<file path="config.mk">
export PLATFORM = sky130hd
export DESIGN_NAME = thresholded_weighted_centroid
export DESIGN_NICKNAME = d
export VERILOG_FILES = /design/src/rtl/twc_pkg.sv /design/src/rtl/twc_div.sv /design/src/rtl/twc_dp.sv /design/src/rtl/twc_ctrl.sv /design/src/rtl/thresholded_weighted_centroid.sv
export SDC_FILE = /design/constraint.sdc
export NUM_CORES = 2
export LEC_CHECK = 0
export BUFFER_PORTS_ARGS = -buffer_cell sky130_fd_sc_hd__buf_2
export CAP_MARGIN = 25
export CELL_PAD_IN_SITES_DETAIL_PLACEMENT = 0
export CELL_PAD_IN_SITES_GLOBAL_PLACEMENT = 1
export CORE_MARGIN = 1
export CORE_UTILIZATION = 50
export CTS_BUF_LIST = sky130_fd_sc_hd__clkbuf_8 sky130_fd_sc_hd__clkbuf_16
export CTS_CLUSTER_DIAMETER = 60
export CTS_CLUSTER_SIZE = 16
export DETAILED_ROUTE_END_ITERATION = 7
export PLACE_DENSITY_LB_ADDON = 0.2
export SYNTH_ARGS = -nofsm -noshare
export SYNTH_HDL_FRONTEND = slang
export SYNTH_SLANG_ARGS = --single-unit
</file>
<file path="constraint.sdc">
create_clock -name clk_i -period 22.9 [get_ports clk_i]
set_clock_uncertainty 0.2 [all_clocks]
set_input_delay 0 -clock clk_i [delete_from_list [all_inputs] [get_ports clk_i]]
set_output_delay 0 -clock clk_i [all_outputs]
set_load 0.005 [all_outputs]
</file>
<file path="src/rtl/twc_pkg.sv">
// Package for the thresholded weighted centroid block.
// Holds widths, register codes, reset values and the payload and control types.
// Has no dependencies and is used by every module of the block.
package twc_pkg;

  localparam int unsigned PIX_W      = 8;
  localparam int unsigned FID_W      = 32;
  localparam int unsigned COL_W      = 10;
  localparam int unsigned DIM_W      = 11;
  localparam int unsigned CNT_W      = 21;
  localparam int unsigned SUM_W      = 30;
  localparam int unsigned WT_W       = 28;
  localparam int unsigned WSUM_W     = 38;
  localparam int unsigned FRAC_BITS  = 8;
  localparam int unsigned CEN_W      = 18;
  localparam int unsigned CONF_W     = 17;
  localparam int unsigned SCALE_W    = 12;
  localparam int unsigned THR_W      = 8;
  localparam int unsigned PXP_W      = PIX_W + COL_W;
  localparam int unsigned DIV_NUM_W  = WSUM_W + FRAC_BITS;
  localparam int unsigned DIV_DEN_W  = 28;
  localparam int unsigned DIV_CNT_W  = 6;
  localparam int unsigned PROD_W     = CONF_W + SCALE_W;
  localparam int unsigned CONF_RAW_W = PROD_W - FRAC_BITS;
  localparam int unsigned M9_W       = CNT_W + 4;
  localparam int unsigned APB_AW     = 5;
  localparam int unsigned APB_DW     = 32;
  localparam int unsigned REG_IDX_W  = 3;

  localparam logic [DIM_W-1:0]     MAX_WIDTH  = 11'd1024;
  localparam logic [DIM_W-1:0]     MAX_HEIGHT = 11'd1024;
  localparam logic [CONF_W-1:0]    CONF_ONE   = 17'd65536;
  localparam logic [CEN_W-1:0]     CEN_MAX    = 18'd262143;
  localparam logic [DIV_CNT_W-1:0] DIV_STEPS  = DIV_CNT_W'(DIV_NUM_W);

  localparam logic [REG_IDX_W-1:0] REG_THRESHOLD    = 3'd0;
  localparam logic [REG_IDX_W-1:0] REG_MIN_PIXELS   = 3'd1;
  localparam logic [REG_IDX_W-1:0] REG_CONF_SCALE   = 3'd2;
  localparam logic [REG_IDX_W-1:0] REG_FRAME_WIDTH  = 3'd3;
  localparam logic [REG_IDX_W-1:0] REG_FRAME_HEIGHT = 3'd4;

  localparam logic [THR_W-1:0]   RST_THRESHOLD    = 8'd200;
  localparam logic [CNT_W-1:0]   RST_MIN_PIXELS   = 21'd20;
  localparam logic [SCALE_W-1:0] RST_CONF_SCALE   = 12'd256;
  localparam logic [DIM_W-1:0]   RST_FRAME_WIDTH  = 11'd640;
  localparam logic [DIM_W-1:0]   RST_FRAME_HEIGHT = 11'd480;

  typedef struct packed {
    logic [PIX_W-1:0] pixel;
    logic [FID_W-1:0] frame_tag;
  } pix_in_t;

  typedef struct packed {
    logic [FID_W-1:0]  frame_id_out;
    logic [CEN_W-1:0]  centroid_x;
    logic [CEN_W-1:0]  centroid_y;
    logic [CONF_W-1:0] confidence;
  } est_out_t;

  typedef struct packed {
    logic [THR_W-1:0]   threshold;
    logic [CNT_W-1:0]   min_bright;
    logic [SCALE_W-1:0] conf_gain;
    logic [DIM_W-1:0]   frame_width;
    logic [DIM_W-1:0]   frame_height;
  } cfg_t;

  typedef enum logic [1:0] {
    DIV_X = 2'd0,
    DIV_Y = 2'd1,
    DIV_C = 2'd2
  } div_sel_e;

  typedef struct packed {
    logic     acc_en;
    logic     snap;
    logic     div_start;
    div_sel_e div_sel;
    logic     cap_x;
    logic     cap_y;
    logic     cap_c;
    logic     mul_en;
    logic     out_load;
  } ctrl_cmd_t;

  typedef struct packed {
    logic frame_last;
    logic div_done;
    logic out_full;
  } ctrl_sts_t;

endpackage

</file>
<file path="src/rtl/twc_div.sv">
// Iterative restoring divider, one quotient bit per cycle.
// Depends on twc_pkg for the operand widths and the step count.
module twc_div (
  input  logic                             clk_i,
  input  logic                             rst_ni,
  input  logic                             start_i,
  input  logic [twc_pkg::DIV_NUM_W-1:0]    num_i,
  input  logic [twc_pkg::DIV_DEN_W-1:0]    den_i,
  output logic                             done_o,
  output logic [twc_pkg::DIV_NUM_W-1:0]    quot_o
);

  logic [twc_pkg::DIV_CNT_W-1:0] cnt_q, cnt_d;
  logic                          active_q, active_d;
  logic [twc_pkg::DIV_NUM_W-1:0] num_q, num_d;
  logic [twc_pkg::DIV_DEN_W-1:0] rem_q, rem_d;
  logic [twc_pkg::DIV_DEN_W-1:0] den_q, den_d;
  logic [twc_pkg::DIV_DEN_W:0]   trial;
  logic                          fits;

  assign trial = {rem_q, num_q[twc_pkg::DIV_NUM_W-1]};
  assign fits  = trial >= {1'b0, den_q};

  always_comb begin
    cnt_d    = cnt_q;
    active_d = active_q;
    num_d    = num_q;
    rem_d    = rem_q;
    den_d    = den_q;
    if (start_i) begin
      cnt_d    = twc_pkg::DIV_STEPS;
      active_d = 1'b1;
      num_d    = num_i;
      rem_d    = '0;
      den_d    = den_i;
    end else if (cnt_q != '0) begin
      cnt_d = cnt_q - twc_pkg::DIV_CNT_W'(1);
      num_d = {num_q[twc_pkg::DIV_NUM_W-2:0], fits};
      rem_d = fits ? twc_pkg::DIV_DEN_W'(trial - {1'b0, den_q})
                   : trial[twc_pkg::DIV_DEN_W-1:0];
    end
  end

  always_ff @(posedge clk_i or negedge rst_ni) begin
    if (!rst_ni) begin
      cnt_q    <= '0;
      active_q <= 1'b0;
    end else begin
      cnt_q    <= cnt_d;
      active_q <= active_d;
    end
  end

  always_ff @(posedge clk_i) begin
    num_q <= num_d;
    rem_q <= rem_d;
    den_q <= den_d;
  end

  assign done_o = active_q && (cnt_q == '0);
  assign quot_o = num_q;

endmodule

</file>
<file path="src/rtl/twc_dp.sv">
// Datapath: raster position, bright-pixel accumulators, frame snapshot,
// shared divider, confidence multiplier and the result register.
// Depends on twc_pkg and instantiates twc_div.
module twc_dp (
  input  logic                       clk_i,
  input  logic                       rst_ni,
  input  twc_pkg::cfg_t              cfg_i,
  input  twc_pkg::pix_in_t           in_data_i,
  input  twc_pkg::ctrl_cmd_t         cmd_i,
  output twc_pkg::ctrl_sts_t         sts_o,
  input  logic                       out_ready_i,
  output logic                       out_valid_o,
  output twc_pkg::est_out_t          out_data_o
);

  logic [twc_pkg::COL_W-1:0]  col_q, col_d, row_q, row_d;
  logic [twc_pkg::CNT_W-1:0]  cnt_q, cnt_d;
  logic [twc_pkg::SUM_W-1:0]  scol_q, scol_d, srow_q, srow_d;
  logic [twc_pkg::WT_W-1:0]   wt_q, wt_d;
  logic [twc_pkg::WSUM_W-1:0] wcol_q, wcol_d, wrow_q, wrow_d;

  logic [twc_pkg::CNT_W-1:0]  s_cnt_q;
  logic [twc_pkg::SUM_W-1:0]  s_scol_q, s_srow_q;
  logic [twc_pkg::WT_W-1:0]   s_wt_q;
  logic [twc_pkg::WSUM_W-1:0] s_wcol_q, s_wrow_q;
  logic [twc_pkg::FID_W-1:0]  s_fid_q;

  logic [twc_pkg::CEN_W-1:0]  cx_q, cy_q;
  logic [twc_pkg::CONF_W-1:0] c1_q;
  logic [twc_pkg::PROD_W-1:0] prod_q;
  logic                       out_valid_q;
  twc_pkg::est_out_t          out_q;

  logic [twc_pkg::DIM_W-1:0]  w_eff, h_eff, col_inc, row_inc;
  logic                       col_end, row_end, bright;
  logic [twc_pkg::PXP_W-1:0]  px_col, px_row;

  logic [twc_pkg::CNT_W-1:0]     m_eff, diff;
  logic [twc_pkg::M9_W-1:0]      m9;
  logic                          use_w, est_ok;
  logic [twc_pkg::DIV_NUM_W-1:0] div_num, quot;
  logic [twc_pkg::DIV_DEN_W-1:0] div_den;
  logic                          div_done;
  logic [twc_pkg::CEN_W-1:0]     q_sat;
  logic [twc_pkg::CONF_W-1:0]    q_conf;
  logic [twc_pkg::CONF_RAW_W-1:0] conf_raw;
  logic [twc_pkg::CONF_W-1:0]    conf;

  // Frame dimensions are clamped to the supported range.
  always_comb begin
    if (cfg_i.frame_width == '0) begin
      w_eff = twc_pkg::DIM_W'(1);
    end else if (cfg_i.frame_width > twc_pkg::MAX_WIDTH) begin
      w_eff = twc_pkg::MAX_WIDTH;
    end else begin
      w_eff = cfg_i.frame_width;
    end
    if (cfg_i.frame_height == '0) begin
      h_eff = twc_pkg::DIM_W'(1);
    end else if (cfg_i.frame_height > twc_pkg::MAX_HEIGHT) begin
      h_eff = twc_pkg::MAX_HEIGHT;
    end else begin
      h_eff = cfg_i.frame_height;
    end
  end

  assign col_inc = {1'b0, col_q} + twc_pkg::DIM_W'(1);
  assign row_inc = {1'b0, row_q} + twc_pkg::DIM_W'(1);
  assign col_end = col_inc >= w_eff;
  assign row_end = row_inc >= h_eff;
  assign bright  = in_data_i.pixel >= cfg_i.threshold;
  assign px_col  = twc_pkg::PXP_W'(in_data_i.pixel) * twc_pkg::PXP_W'(col_q);
  assign px_row  = twc_pkg::PXP_W'(in_data_i.pixel) * twc_pkg::PXP_W'(row_q);

  always_comb begin
    cnt_d  = cnt_q;
    scol_d = scol_q;
    srow_d = srow_q;
    wt_d   = wt_q;
    wcol_d = wcol_q;
    wrow_d = wrow_q;
    if (bright) begin
      cnt_d  = cnt_q + twc_pkg::CNT_W'(1);
      scol_d = scol_q + twc_pkg::SUM_W'(col_q);
      srow_d = srow_q + twc_pkg::SUM_W'(row_q);
      wt_d   = wt_q + twc_pkg::WT_W'(in_data_i.pixel);
      wcol_d = wcol_q + twc_pkg::WSUM_W'(px_col);
      wrow_d = wrow_q + twc_pkg::WSUM_W'(px_row);
    end
    if (col_end) begin
      col_d = '0;
      row_d = row_end ? '0 : row_inc[twc_pkg::COL_W-1:0];
    end else begin
      col_d = col_inc[twc_pkg::COL_W-1:0];
      row_d = row_q;
    end
  end

  always_ff @(posedge clk_i or negedge rst_ni) begin
    if (!rst_ni) begin
      col_q  <= '0;
      row_q  <= '0;
      cnt_q  <= '0;
      scol_q <= '0;
      srow_q <= '0;
      wt_q   <= '0;
      wcol_q <= '0;
      wrow_q <= '0;
    end else if (cmd_i.acc_en) begin
      col_q <= col_d;
      row_q <= row_d;
      if (cmd_i.snap) begin
        cnt_q  <= '0;
        scol_q <= '0;
        srow_q <= '0;
        wt_q   <= '0;
        wcol_q <= '0;
        wrow_q <= '0;
      end else begin
        cnt_q  <= cnt_d;
        scol_q <= scol_d;
        srow_q <= srow_d;
        wt_q   <= wt_d;
        wcol_q <= wcol_d;
        wrow_q <= wrow_d;
      end
    end
  end

  always_ff @(posedge clk_i) begin
    if (cmd_i.snap) begin
      s_cnt_q  <= cnt_d;
      s_scol_q <= scol_d;
      s_srow_q <= srow_d;
      s_wt_q   <= wt_d;
      s_wcol_q <= wcol_d;
      s_wrow_q <= wrow_d;
      s_fid_q  <= in_data_i.frame_tag;
    end
  end

  assign m_eff  = (cfg_i.min_bright == '0) ? twc_pkg::CNT_W'(1) : cfg_i.min_bright;
  assign m9     = {1'b0, m_eff, 3'b000} + twc_pkg::M9_W'(m_eff);
  assign diff   = s_cnt_q - m_eff;
  assign use_w  = s_wt_q != '0;
  assign est_ok = (s_cnt_q >= cfg_i.min_bright) && (s_cnt_q != '0);

  always_comb begin
    case (cmd_i.div_sel)
      twc_pkg::DIV_X: begin
        div_num = use_w ? twc_pkg::DIV_NUM_W'({s_wcol_q, {twc_pkg::FRAC_BITS{1'b0}}})
                        : twc_pkg::DIV_NUM_W'({s_scol_q, {twc_pkg::FRAC_BITS{1'b0}}});
        div_den = use_w ? s_wt_q : twc_pkg::DIV_DEN_W'(s_cnt_q);
      end
      twc_pkg::DIV_Y: begin
        div_num = use_w ? twc_pkg::DIV_NUM_W'({s_wrow_q, {twc_pkg::FRAC_BITS{1'b0}}})
                        : twc_pkg::DIV_NUM_W'({s_srow_q, {twc_pkg::FRAC_BITS{1'b0}}});
        div_den = use_w ? s_wt_q : twc_pkg::DIV_DEN_W'(s_cnt_q);
      end
      twc_pkg::DIV_C: begin
        div_num = twc_pkg::DIV_NUM_W'({diff, 16'b0});
        div_den = twc_pkg::DIV_DEN_W'(m9);
      end
      default: begin
        div_num = '0;
        div_den = '0;
      end
    endcase
  end

  twc_div u_div (
    .clk_i   (clk_i),
    .rst_ni  (rst_ni),
    .start_i (cmd_i.div_start),
    .num_i   (div_num),
    .den_i   (div_den),
    .done_o  (div_done),
    .quot_o  (quot)
  );

  assign q_sat    = (quot > twc_pkg::DIV_NUM_W'(twc_pkg::CEN_MAX))
                  ? twc_pkg::CEN_MAX : quot[twc_pkg::CEN_W-1:0];
  assign q_conf   = (quot > twc_pkg::DIV_NUM_W'(twc_pkg::CONF_ONE))
                  ? twc_pkg::CONF_ONE : quot[twc_pkg::CONF_W-1:0];
  assign conf_raw = prod_q[twc_pkg::PROD_W-1:twc_pkg::FRAC_BITS];
  assign conf     = (conf_raw > twc_pkg::CONF_RAW_W'(twc_pkg::CONF_ONE))
                  ? twc_pkg::CONF_ONE : conf_raw[twc_pkg::CONF_W-1:0];

  always_ff @(posedge clk_i) begin
    if (cmd_i.cap_x) begin
      cx_q <= q_sat;
    end
    if (cmd_i.cap_y) begin
      cy_q <= q_sat;
    end
    if (cmd_i.cap_c) begin
      c1_q <= q_conf;
    end
    if (cmd_i.mul_en) begin
      prod_q <= twc_pkg::PROD_W'(c1_q) * twc_pkg::PROD_W'(cfg_i.conf_gain);
    end
    if (cmd_i.out_load) begin
      out_q.frame_id_out <= s_fid_q;
      out_q.centroid_x   <= est_ok ? cx_q : '0;
      out_q.centroid_y   <= est_ok ? cy_q : '0;
      out_q.confidence   <= est_ok ? conf : '0;
    end
  end

  always_ff @(posedge clk_i or negedge rst_ni) begin
    if (!rst_ni) begin
      out_valid_q <= 1'b0;
    end else if (cmd_i.out_load) begin
      out_valid_q <= 1'b1;
    end else if (out_ready_i) begin
      out_valid_q <= 1'b0;
    end
  end

  assign sts_o.frame_last = col_end && row_end;
  assign sts_o.div_done   = div_done;
  assign sts_o.out_full   = out_valid_q;
  assign out_valid_o      = out_valid_q;
  assign out_data_o       = out_q;

endmodule

</file>
<file path="src/rtl/twc_ctrl.sv">
// Controller: pixel transfer acceptance and the end-of-frame sequence
// that drives the divider, multiplier and result register. Depends on twc_pkg.
module twc_ctrl (
  input  logic                clk_i,
  input  logic                rst_ni,
  input  logic                in_valid_i,
  output logic                in_ready_o,
  input  twc_pkg::ctrl_sts_t  sts_i,
  output twc_pkg::ctrl_cmd_t  cmd_o
);

  typedef enum logic [6:0] {
    ST_IDLE  = 7'b0000001,
    ST_LOAD  = 7'b0000010,
    ST_RUN_X = 7'b0000100,
    ST_RUN_Y = 7'b0001000,
    ST_RUN_C = 7'b0010000,
    ST_MUL   = 7'b0100000,
    ST_PUT   = 7'b1000000
  } state_e;

  state_e state_q, state_d;
  logic   ready;

  assign ready      = (state_q == ST_IDLE) || !sts_i.frame_last;
  assign in_ready_o = ready;

  always_comb begin
    state_d          = state_q;
    cmd_o            = '0;
    cmd_o.div_sel    = twc_pkg::DIV_X;
    cmd_o.acc_en     = in_valid_i && ready;
    unique case (state_q)
      ST_IDLE: begin
        if (in_valid_i && sts_i.frame_last) begin
          cmd_o.snap = 1'b1;
          state_d    = ST_LOAD;
        end
      end
      ST_LOAD: begin
        cmd_o.div_start = 1'b1;
        cmd_o.div_sel   = twc_pkg::DIV_X;
        state_d         = ST_RUN_X;
      end
      ST_RUN_X: begin
        if (sts_i.div_done) begin
          cmd_o.cap_x     = 1'b1;
          cmd_o.div_start = 1'b1;
          cmd_o.div_sel   = twc_pkg::DIV_Y;
          state_d         = ST_RUN_Y;
        end
      end
      ST_RUN_Y: begin
        if (sts_i.div_done) begin
          cmd_o.cap_y     = 1'b1;
          cmd_o.div_start = 1'b1;
          cmd_o.div_sel   = twc_pkg::DIV_C;
          state_d         = ST_RUN_C;
        end
      end
      ST_RUN_C: begin
        if (sts_i.div_done) begin
          cmd_o.cap_c = 1'b1;
          state_d     = ST_MUL;
        end
      end
      ST_MUL: begin
        cmd_o.mul_en = 1'b1;
        state_d      = ST_PUT;
      end
      ST_PUT: begin
        if (!sts_i.out_full) begin
          cmd_o.out_load = 1'b1;
          state_d        = ST_IDLE;
        end
      end
      default: begin
        state_d = ST_IDLE;
      end
    endcase
  end

  always_ff @(posedge clk_i or negedge rst_ni) begin
    if (!rst_ni) begin
      state_q <= ST_IDLE;
    end else begin
      state_q <= state_d;
    end
  end

endmodule

</file>
<file path="src/rtl/thresholded_weighted_centroid.sv">
// Thresholded weighted centroid top level: register port, controller and datapath.
// Pixels transfer at one per cycle, but a frame's last pixel can be held off (see below).
// After that pixel the result is computed by three divisions on the shared divider, then
// a multiply. That last pixel waits until the previous frame's result has entered the
// output register.
// Reset is asynchronous, active low; it restores the register defaults and clears the frame.
module thresholded_weighted_centroid (
  input  logic                          clk_i,
  input  logic                          rst_ni,
  input  logic                          in_valid_i,
  output logic                          in_ready_o,
  input  twc_pkg::pix_in_t              in_data_i,
  output logic                          out_valid_o,
  input  logic                          out_ready_i,
  output twc_pkg::est_out_t             out_data_o,
  input  logic                          psel,
  input  logic                          penable,
  input  logic                          pwrite,
  input  logic [twc_pkg::APB_AW-1:0]    paddr,
  input  logic [twc_pkg::APB_DW-1:0]    pwdata,
  output logic [twc_pkg::APB_DW-1:0]    prdata,
  output logic                          pready
);

  twc_pkg::cfg_t      cfg_q;
  twc_pkg::ctrl_cmd_t cmd;
  twc_pkg::ctrl_sts_t sts;
  logic               wr_en;
  logic [twc_pkg::REG_IDX_W-1:0] reg_idx;

  assign pready  = 1'b1;
  assign wr_en   = psel && penable && pwrite;
  assign reg_idx = paddr[twc_pkg::APB_AW-1:2];

  always_ff @(posedge clk_i or negedge rst_ni) begin
    if (!rst_ni) begin
      cfg_q.threshold    <= twc_pkg::RST_THRESHOLD;
      cfg_q.min_bright   <= twc_pkg::RST_MIN_PIXELS;
      cfg_q.conf_gain    <= twc_pkg::RST_CONF_SCALE;
      cfg_q.frame_width  <= twc_pkg::RST_FRAME_WIDTH;
      cfg_q.frame_height <= twc_pkg::RST_FRAME_HEIGHT;
    end else if (wr_en) begin
      unique case (reg_idx)
        twc_pkg::REG_THRESHOLD:    cfg_q.threshold <= pwdata[twc_pkg::THR_W-1:0];
        twc_pkg::REG_MIN_PIXELS:   cfg_q.min_bright <= pwdata[twc_pkg::CNT_W-1:0];
        twc_pkg::REG_CONF_SCALE:   cfg_q.conf_gain <= pwdata[twc_pkg::SCALE_W-1:0];
        twc_pkg::REG_FRAME_WIDTH:  cfg_q.frame_width <= pwdata[twc_pkg::DIM_W-1:0];
        twc_pkg::REG_FRAME_HEIGHT: cfg_q.frame_height <= pwdata[twc_pkg::DIM_W-1:0];
        default: begin
        end
      endcase
    end
  end

  always_comb begin
    unique case (reg_idx)
      twc_pkg::REG_THRESHOLD:    prdata = twc_pkg::APB_DW'(cfg_q.threshold);
      twc_pkg::REG_MIN_PIXELS:   prdata = twc_pkg::APB_DW'(cfg_q.min_bright);
      twc_pkg::REG_CONF_SCALE:   prdata = twc_pkg::APB_DW'(cfg_q.conf_gain);
      twc_pkg::REG_FRAME_WIDTH:  prdata = twc_pkg::APB_DW'(cfg_q.frame_width);
      twc_pkg::REG_FRAME_HEIGHT: prdata = twc_pkg::APB_DW'(cfg_q.frame_height);
      default:                   prdata = '0;
    endcase
  end

  twc_ctrl u_ctrl (
    .clk_i      (clk_i),
    .rst_ni     (rst_ni),
    .in_valid_i (in_valid_i),
    .in_ready_o (in_ready_o),
    .sts_i      (sts),
    .cmd_o      (cmd)
  );

  twc_dp u_dp (
    .clk_i       (clk_i),
    .rst_ni      (rst_ni),
    .cfg_i       (cfg_q),
    .in_data_i   (in_data_i),
    .cmd_i       (cmd),
    .sts_o       (sts),
    .out_ready_i (out_ready_i),
    .out_valid_o (out_valid_o),
    .out_data_o  (out_data_o)
  );

endmodule

</file>
==> summary.md <==
| Metric | Value |
|---|---|
| Combined area of all synthesized cells | `0.05094 mm^2` |
| Final core utilization | `56.41%` |
| Fraction of synthesized cell area in xor and xnor cells | `4.402%` |
| Family of cells with the greatest summed delay on the critical path | `adder cells` |
| Boundary Pins | `204` |
| Top routing layer used | `met5` |
| Clock Path Buffers | `3` |
| Cells traversed along the worst timing path | `nand2_1 -> fa_1 -> fa_1 -> inv_1 -> ha_1 -> fa_1 -> inv_1 -> fa_1 -> inv_1 -> ha_1 -> a2111oi_0 -> o21ai_0 -> a41oi_1 -> o21a_1 -> nor2_1 -> and2_1 -> a21boi_0 -> nor2_1 -> o31a_1` |
| PD cells | `141.0 mW/mm^2` |
| IR Drop Worst-Case VDD | `0.3438 mV` |
| Gate count of the mapped netlist | `5043` |
| Leading post-synthesis cells by cell area | `sky130_fd_sc_hd__edfxtp_1 27%, sky130_fd_sc_hd__dfrtp_1 13%, sky130_fd_sc_hd__fa_1 11%` |
| Category of the worst setup path launch point | `flip-flop` |
| Max_slew headroom | `22.77%` |
| DRT iter0 DRCs | `2861` |
| Vias | `37540` |
| Final #Nets | `5849` |
| Top achievable clock speed | `0.1497 GHz` |
| Yosys warning count | `0` |
| Worst-path clk slew | `70 ps` |
| Final clock period utilization by the worst path | `29.18%` |
| Detailed-route wire length per cell | `20.32 um` |
| Antenna violations before repair | `3` |
| Slew at the pin closest to its max-slew limit | `1158 ps` |
| Distinct cell type count of the synthesized netlist | `89` |
| Std cell rows | `116` |
| Library cell contributing the largest single delay on the critical path | `sky130_fd_sc_hd__edfxtp_1` |
| Skew-Pair Late Insertion Delay | `670 ps` |
| Antenna-violating nets left | `0` |
| Main flop type after synthesis | `sky130_fd_sc_hd__edfxtp_1` |
| Portion of netlist area occupied by mux cells | `1.611%` |
| Largest area contributor in the synthesized netlist | `sky130_fd_sc_hd__edfxtp_1` |
| Pint | `4564 uW` |
| Flops & latches, synth | `761` |
| Number of enable-type register cells in the synthesized netlist | `450` |
| X dimension of the die | `321.2 um` |
| Final hold viol count | `0` |
| Pin count of the biggest net entering global routing | `186` |
| Port-buffer cells | `178` |
| Via count of the first global-routing pass | `37270` |
| Final hold slack | `53.19 ps` |
| Total Neg Setup Slack | `0 ps` |
| Area grow syn2layout | `11.38%` |
| Register-to-register path setup slack | `16220 ps` |
| GR Util All Layers | `26.29%` |
| GR Overflow Total | `0` |
| Final-report setup violation count | `0` |
| First-pass detailed-route iteration total | `6` |
| Final weighted congestion in routability-driven placement | `0.8781` |
| Sequential element share of the synthesized area | `41.56%` |
| Commonest cells post-synth | `603 x sky130_fd_sc_hd__nand2_1, 519 x sky130_fd_sc_hd__inv_1, 450 x sky130_fd_sc_hd__edfxtp_1` |
| Portion of total power attributed to sequential cells | `25.6%` |
| Net switching power figure | `3435 uW` |
| Area fraction in and, or, nand and nor cells after synthesis | `14.07%` |
| Metal3 WL | `7737 um` |
| Cts bufs inserted | `76` |
| Static power due to leakage | `0.02484 uW` |
| Worst setup path category | `reg -> reg` |
| Layout cell share with drive strength beyond 1 | `9.053%` |
| Total placed cells including tap cells | `6344` |
| Area share of fa/ha/maj cells after synthesis | `18.42%` |
| Residual DRC | `0` |
| Height of the die | `321.2 um` |
| Share of power burned in the clock network | `15.9%` |
| Combinational power share | `58.5%` |
| Crit path capture type | `flip-flop` |
| Via density per instance | `5.681` |
| Dominant combinational cell family by area after synthesis | `adder cells` |
| Met1 Routed Length | `60620 um` |
| FFs w/ async S/R, synth | `37.19%` |
| Critical Path AT | `6890 ps` |
| Data required time of the worst path | `23110 ps` |
| Overall routed net length | `134200 um` |
| Initial Util | `50.65%` |
| Post-DP HPWL | `93700 um` |
| Portion of synthesized cell area occupied by the leading cell type | `26.53%` |
| Syn avg cell area | `10.10 um^2` |
| Clock root buffer | `sky130_fd_sc_hd__clkbuf_16` |
| Path class of the lowest-slack min-delay path | `in -> reg` |
| Maximum fanout along the worst path | `12` |
| TritonCTS clock tree | `done` |
| RSZ-0062 raised after global routing | `no` |
| Count of H-tree levels built during CTS | `3` |
| Number of fill cells | `8779` |
| Switching portion of total power | `42.94%` |
| CP most frequent cell | `sky130_fd_sc_hd__fa_1` |
| Compound-cell area share of the yosys netlist | `13.71%` |
| Max Transition Viols Final | `0` |
| Min Clock Period, post-route | `6682 ps` |
| Maxcap violations | `0` |
| Wire length of the first global-routing pass | `210900 um` |
| Routed wire length on met2 | `63120 um` |
| Finished Layout Cells | `6608` |
| Placeable Area | `0.1006 mm^2` |
| Max stage delay on crit path | `680 ps` |
| Most used standard cell by instance count after synthesis | `sky130_fd_sc_hd__nand2_1` |
| Overall die area | `0.1032 mm^2` |
| Clock sink count | `761` |
| Number of buffer and inverter instances along the worst setup path | `3` |
| Status | `finished, final reports clean` |
[through the flow]
stage               power (uW)  worst slack [ps]  instance area [um^2]
finish                    8000             16220                 56740
global route              8800             15900                 56730
CTS                       8079             16150                 56650
detailed placement        6745             16180                 52970
global placement          6664             16330                 52900
floorplan                 5725             10530                 50980
[state kept, by name (all words and copies together), names as in the netlist, 30 cells and up]
register	flops
u_dp.wcol_q	38
u_dp.s_srow_q	30
u_dp.wrow_q	38
cfg_q	63
u_dp.s_wcol_q	38
u_dp.s_fid_q	32
u_dp.srow_q	30
u_dp.out_data_o	85
u_dp.scol_q	30
u_dp.u_div.quot_o	46
u_dp.s_wrow_q	38
u_dp.s_scol_q	30
[cells in the final DEF (no fill, tap or decap), types with 95 or more instances in the layout]
master / count
sky130_fd_sc_hd__nor2_1: 151
sky130_fd_sc_hd__fa_1: 283
sky130_fd_sc_hd__nand2_1: 601
sky130_fd_sc_hd__and2_1: 246
sky130_fd_sc_hd__dlygate4sd3_1: 114
sky130_fd_sc_hd__inv_1: 535
sky130_fd_sc_hd__a21oi_1: 230
sky130_fd_sc_hd__xnor2_1: 171
sky130_fd_sc_hd__o21ai_0: 324
sky130_fd_sc_hd__edfxtp_1: 450
sky130_fd_sc_hd__buf_2: 178
sky130_fd_sc_hd__ha_1: 297
sky130_fd_sc_hd__dfrtp_1: 270
sky130_fd_sc_hd__nand3_1: 95
[worst paths after layout]
path                                                 end  cells past startpoint                  startpoint
hold reg to reg            u_dp.out_data_o[77]$_DFFE_PP_                      0  u_dp.s_fid_q[24]$_DFFE_PP_
setup / recovery               u_dp.prod_q[23]$_DFFE_PP_                     19  u_dp.c1_q[4]$_SDFFCE_PN0P_
hold / removal                     cfg_q[42]$_DFFE_PN0P_                      4                   pwdata[8]
min in group asynchronous          cfg_q[53]$_DFFE_PN0P_                      4                      rst_ni
max in group asynchronous     u_dp.wcol_q[2]$_DFFE_PN0P_                      4                      rst_ni
setup reg to reg               u_dp.prod_q[23]$_DFFE_PP_                     19  u_dp.c1_q[4]$_SDFFCE_PN0P_
[repair_timing]
| item | 4_1_cts | 5_1_grt |
|---|---|---|
| endpoints found under the hold margin | 376 | 0 |
| buffers inserted | 0 | 0 |
| gates resized for setup | 0 | 0 |
| hold buffers | 115 | 0 |
[worst min-delay path, delay by kind of cell]
| kind | cells | cell delay, ps |
|---|---|---|
| buf+inv | 2 | 730 |
| simple gates | 1 | 80 |
| compound gates | 1 | 70 |
[cells by family (layout without fill, tap and decap cells)]
family | Yosys count | count (layout)
flops | 761 | 761
buf+inv | 816 | 1010
compound gates | 1096 | 1096
fa+ha+maj | 580 | 580
xor+xnor | 256 | 256
mux | 76 | 76
simple gates | 1456 | 1456
other cells | 2 | 16
[cell type report]
cell class                 instances  area (um^2)  share of cell area (%)
inverter                         521         1956                   3.447
timing repair buffer             349         2605                   4.591
clock buffer                      83         2043                   3.601
antenna                            4        10.01                 0.01764
clock inverter                    57        474.2                  0.8358
multi-input combinational       3476        26780                   47.20
tap                             1357         1698                   2.992
sequential                       761        21170                   37.31
[per-layer routing]
layer	GRT usage [%]	vias up
li1	-	17720
met1	36.72	18630
met2	43.41	1017
met3	3.123	168
met4	6.910	4
met5	0	-
[power by group through the flow]
stage	Combinational [uW]	Sequential (uW)	Clock (uW)
floorplan	3760	1960	0
CTS	4740	2040	1300
global placement	4590	2070	0
detailed placement	4670	2070	0
finish	4680	2050	1270
global route	5380	2070	1350
Power figures use the tool's default switching activity.
